--- config.mk ---
export PLATFORM = sky130hd
export DESIGN_NAME = imhq_pos_mem
export DESIGN_NICKNAME = d
export VERILOG_FILES = /design/src/design/imhq_pkg.sv /design/src/design/imhq_pos_mem.sv
export SDC_FILE = /design/constraint.sdc
export NUM_CORES = 2
export LEC_CHECK = 0
export BUFFER_PORTS_ARGS = -buffer_cell sky130_fd_sc_hd__buf_2
export CAP_MARGIN = 25
export CORE_ASPECT_RATIO = 1.1
export CORE_MARGIN = 8
export CORE_UTILIZATION = 60
export DETAILED_ROUTE_END_ITERATION = 10
export PLACE_DENSITY = 0.83
export SYNTH_ARGS = -nofsm -noshare
export SYNTH_HDL_FRONTEND = slang
export SYNTH_SLANG_ARGS = --single-unit
export TNS_END_PERCENT = 10
--- constraint.sdc ---
create_clock -name clk -period 3.1 [get_ports clk]
set_input_delay 0.465 -clock clk [delete_from_list [all_inputs] [get_ports clk]]
set_output_delay 0.465 -clock clk [all_outputs]
set_load 0.02 [all_outputs]
--- src/design/imhq_pkg.sv ---
package imhq_pkg;

  localparam int CAPACITY = 256;
  localparam int KEY_W    = 32;
  localparam int ID_W     = 8;
  localparam int POS_W    = $clog2(CAPACITY);
  localparam int CNT_W    = $clog2(CAPACITY + 1);
  localparam int ID_SLOTS = 1 << ID_W;

  typedef enum logic [1:0] {
    OP_PUSH     = 2'd0,
    OP_POP      = 2'd1,
    OP_DECREASE = 2'd2,
    OP_ERASE    = 2'd3
  } op_t;

  typedef enum logic [2:0] {
    ST_OK         = 3'd0,
    ST_FULL       = 3'd1,
    ST_EMPTY      = 3'd2,
    ST_ABSENT     = 3'd3,
    ST_PRESENT    = 3'd4,
    ST_NOT_SMALLER = 3'd5
  } status_t;

  typedef struct packed {
    logic [1:0]       operation;
    logic [ID_W-1:0]  item_id;
    logic [KEY_W-1:0] new_key;
  } req_t;

  typedef struct packed {
    logic [2:0]       status;
    logic [KEY_W-1:0] removed_key;
    logic [ID_W-1:0]  removed_id;
    logic [KEY_W-1:0] top_key;
    logic [ID_W-1:0]  top_id;
    logic             is_empty;
    logic [CNT_W-1:0] entry_count;
  } rsp_t;

  typedef struct packed {
    logic [KEY_W-1:0] key;
    logic [ID_W-1:0]  id;
  } entry_t;

endpackage

--- src/design/imhq_pos_mem.sv ---
module imhq_pos_mem
  import imhq_pkg::*;
(
  input  logic             clk,
  input  logic             we,
  input  logic [ID_W-1:0]  waddr,
  input  logic [POS_W-1:0] wdata,
  input  logic [ID_W-1:0]  raddr,
  output logic [POS_W-1:0] rdata
);

  logic [POS_W-1:0] mem [ID_SLOTS];

  always_ff @(posedge clk) begin
    if (we) begin
      mem[waddr] <= wdata;
    end
    rdata <= mem[raddr];
  end

endmodule

==> reports/metrics.csv <==
stage,metric,value,unit
status,outcome,finished with violations,
status,failing checks,DRC,
placed_design,DPL Wire Length,126000,um
routing,DR WL/cell,34.6,um
worst_setup_path,CP Launch Type,flip-flop,
floorplan,DIE WIDTH,363,um
clock_tree,CTS tree,built,
global_routing,GR Util All Layers,29.3,%
logic_synthesis,mapped cell area,79600,um2
clock_tree,post-CTS setup buffer count,0,
clock_tree,cts repair resizes,0,
clock_tree,clk root buf,clkbuf_16,
routing,TritonRoute pass-1 iters,11,
pwr,Leak,29.1,nW
logic_synthesis,Post-Syn Instances,3733,
layout,share of cells above drive strength 1,29.0,%
logic_synthesis,async set-reset flop share out of synthesis,0,%
timing,fmax,360,MHz
worst_setup_path,crit path capture type,flip-flop,
clock_tree,Clock Latency Late Sink,0.82,ns
run,total of max-cap violations,0,
placed_design,routability congestion estimate,0.896,
timing,normalized max-slew margin,30.0,%
worst_setup_path,Crit Path Max Fanout,1,
floorplan,# rows,140,
timing,setup TNS,0,ns
clock_tree,H-tree Lvls,4,
timing,Least-Margin Pin Slew,1.05,ns
floorplan,die footprint,145000,um2
clock_tree,Clock Sink Count,2056,
logic_synthesis,"Avg Cell Area, Syn",21.3,um2
clock_tree,CTS max path bufs,3,
worst_setup_path,R2R Setup Slk,0.32,ns
layout,most frequent cells in the layout,"edfxtp_1, mux4_2, buf_4",
layout,Final Util,68.9,%
placed_design,placed inst area,84900,um2
routing,final wirelength,213000,um
min_path,hold crit path type,input port to flip-flop,
floorplan,core footprint,132000,um2
timing,worst setup margin,0.323,ns
layout,"commonest non-fill, non-tap cell in the layout",edfxtp_1,
logic_synthesis,"Top FF cell, synth",edfxtp_1,
routing,via count,43200,
clock_tree,hold_buf cts,0,
logic_synthesis,syn_nets,3759,
routing,# DRC,1,
timing,# setup viols final,0,
pwr,overall power,56.9,mW
placed_design,Port Buffers,33,
worst_setup_path,Worst Setup Path Type,flip-flop to flip-flop,
layout,nets,4233,
global_routing,first-pass GRT wire length,305000,um
routing,post-route ant nets,0,
timing,final hold violations,0,
placed_design,Setup WS pre-CTS,-0.386,ns
timing,Worst Skew,0.0350,ns
timing,min cycle time layout,2.78,ns
timing,fin crit share,89.6,%
global_routing,pin count of the biggest net entering global routing,113,
worst_setup_path,Worst EP arrival,3.46,ns
logic_synthesis,synth warn,0,
timing,pins over their slew limit,0,
logic_synthesis,Synth cell types,55,
worst_setup_path,data required time of the worst path,3.79,ns
global_routing,grt ovf,0,
global_routing,vias in the first global route,43700,
logic_synthesis,Synth Register Bits,2056,
pwr,Power Dens Cells,625,nW/um2
floorplan,Starting Density,60.2,%
global_routing,initial antenna violation count,20,
timing,unrepaired setup endpoints after global routing,false,
layout,fillcell total,7343,
clock_tree,clock-pin slew on the worst setup and hold paths,0.06,ns
logic_synthesis,sequential fraction of the synthesis area,77.5,%
floorplan,DIE HEIGHT,398,um
routing,Via-to-Cell Ratio,7.03,
logic_synthesis,"EDFF count, synth",2048,
routing,DRT iter0 DRCs,7323,
pwr,Worst VDD drop,0.682,mV
layout,growth of design area from synthesis to finish,14.4,%
floorplan,I/O pin count,34,
clock_tree,Num CTS Buffers,187,
layout,fin area,91000,um2
-- area by class of cell --
class	count	area, um2	share of cell area (%)
inverters	2	7.51	0.00825
multi-input cells	1442	16500	18.1
well taps	1775	2220	2.44
flip-flops and latches	2056	61700	67.8
repair buffers	518	4470	4.92
diodes	11	27.5	0.0303
clock inverters	118	1100	1.21
clock buffers	229	5010	5.51
-- worst paths after layout --
check,from,end,cells past startpoint
worst max-delay path,mem[190][3]$_DFFE_PP_,rdata[3]$_DFF_P_,6
worst min-delay path,wdata[1],mem[48][1]$_DFFE_PP_,1
worst min register to register,mem[103][7]$_DFFE_PP_,rdata[7]$_DFF_P_,6
worst max register to register,mem[190][3]$_DFFE_PP_,rdata[3]$_DFF_P_,6
-- cell usage after synthesis, drive strengths merged, types with 6 or more instances --
cell type | count | area [um2]
mux4 | 456 | 10300
nor4 | 27 | 188
a211oi | 16 | 120
buf | 122 | 1030
mux2i | 134 | 1340
nor2b | 31 | 194
a221oi | 14 | 129
nor3 | 22 | 110
o211ai | 10 | 75.1
nand4 | 10 | 62.6
a22oi | 133 | 998
a22o | 8 | 70.1
a21oi | 96 | 480
nand2 | 33 | 124
and2 | 6 | 37.5
clkbuf | 111 | 417
edfxtp | 2048 | 61500
o221ai | 47 | 418
nand2b | 8 | 50.1
nor2 | 282 | 1060
dfxtp | 8 | 160
nand3 | 34 | 170
o22ai | 28 | 175
o21ai | 12 | 60.1
-- sequential cells by signal (all words and copies together) (netlist names) --
name / cells
rdata: 8
mem: 2048
-- where the power goes --
group | internal (mW) | switching (mW) | total [mW]
Clock | 13.1 | 10.1 | 23.2
Combinational | 1.09 | 1.94 | 3.03
Sequential | 30.6 | 0.0789 | 30.7
Total | 44.8 | 12.1 | 56.9
-- cell families after synthesis --
group	after synthesis	synth area share, %
simple gates	466	2.63
compound gates	385	3.42
mux	591	14.6
flops	2056	77.5
buf+inv	235	1.83
-- metal layers --
metal | vias to the layer above | part of all wire, % | track usage (%) | routed length [um]
met5 | - | 0.046 | 0.777 | 99
met4 | 16 | 6.5 | 15.6 | 13800
met3 | 847 | 14 | 7.66 | 29400
met2 | 3949 | 48 | 47.2 | 102000
met1 | 21800 | 32 | 36.8 | 67500
li1 | 16600 | - | - | -
-- critical path, stage by stage, from the launching register on --
cell and delay (ns):
edfxtp_1 0.39, mux4_2 0.48, a22oi_1 0.36, a31oi_1 0.24
nor4_1 0.85, buf_4 0.27, nor4_1 0.06
-- per-stage QoR --
| stage | hold WS (ns) | instances |
|---|---|---|
| 2_1_floorplan | 0.564 | 3733 |
| 4_1_cts | 0.115 | 6140 |
| 5_1_grt | 0.134 | 6145 |
| 6_report | 0.135 | 6151 |
| 3_3_place_gp | 0.969 | 5793 |
| 3_5_place_dp | 0.981 | 5793 |
Power figures use the tool's default switching activity.
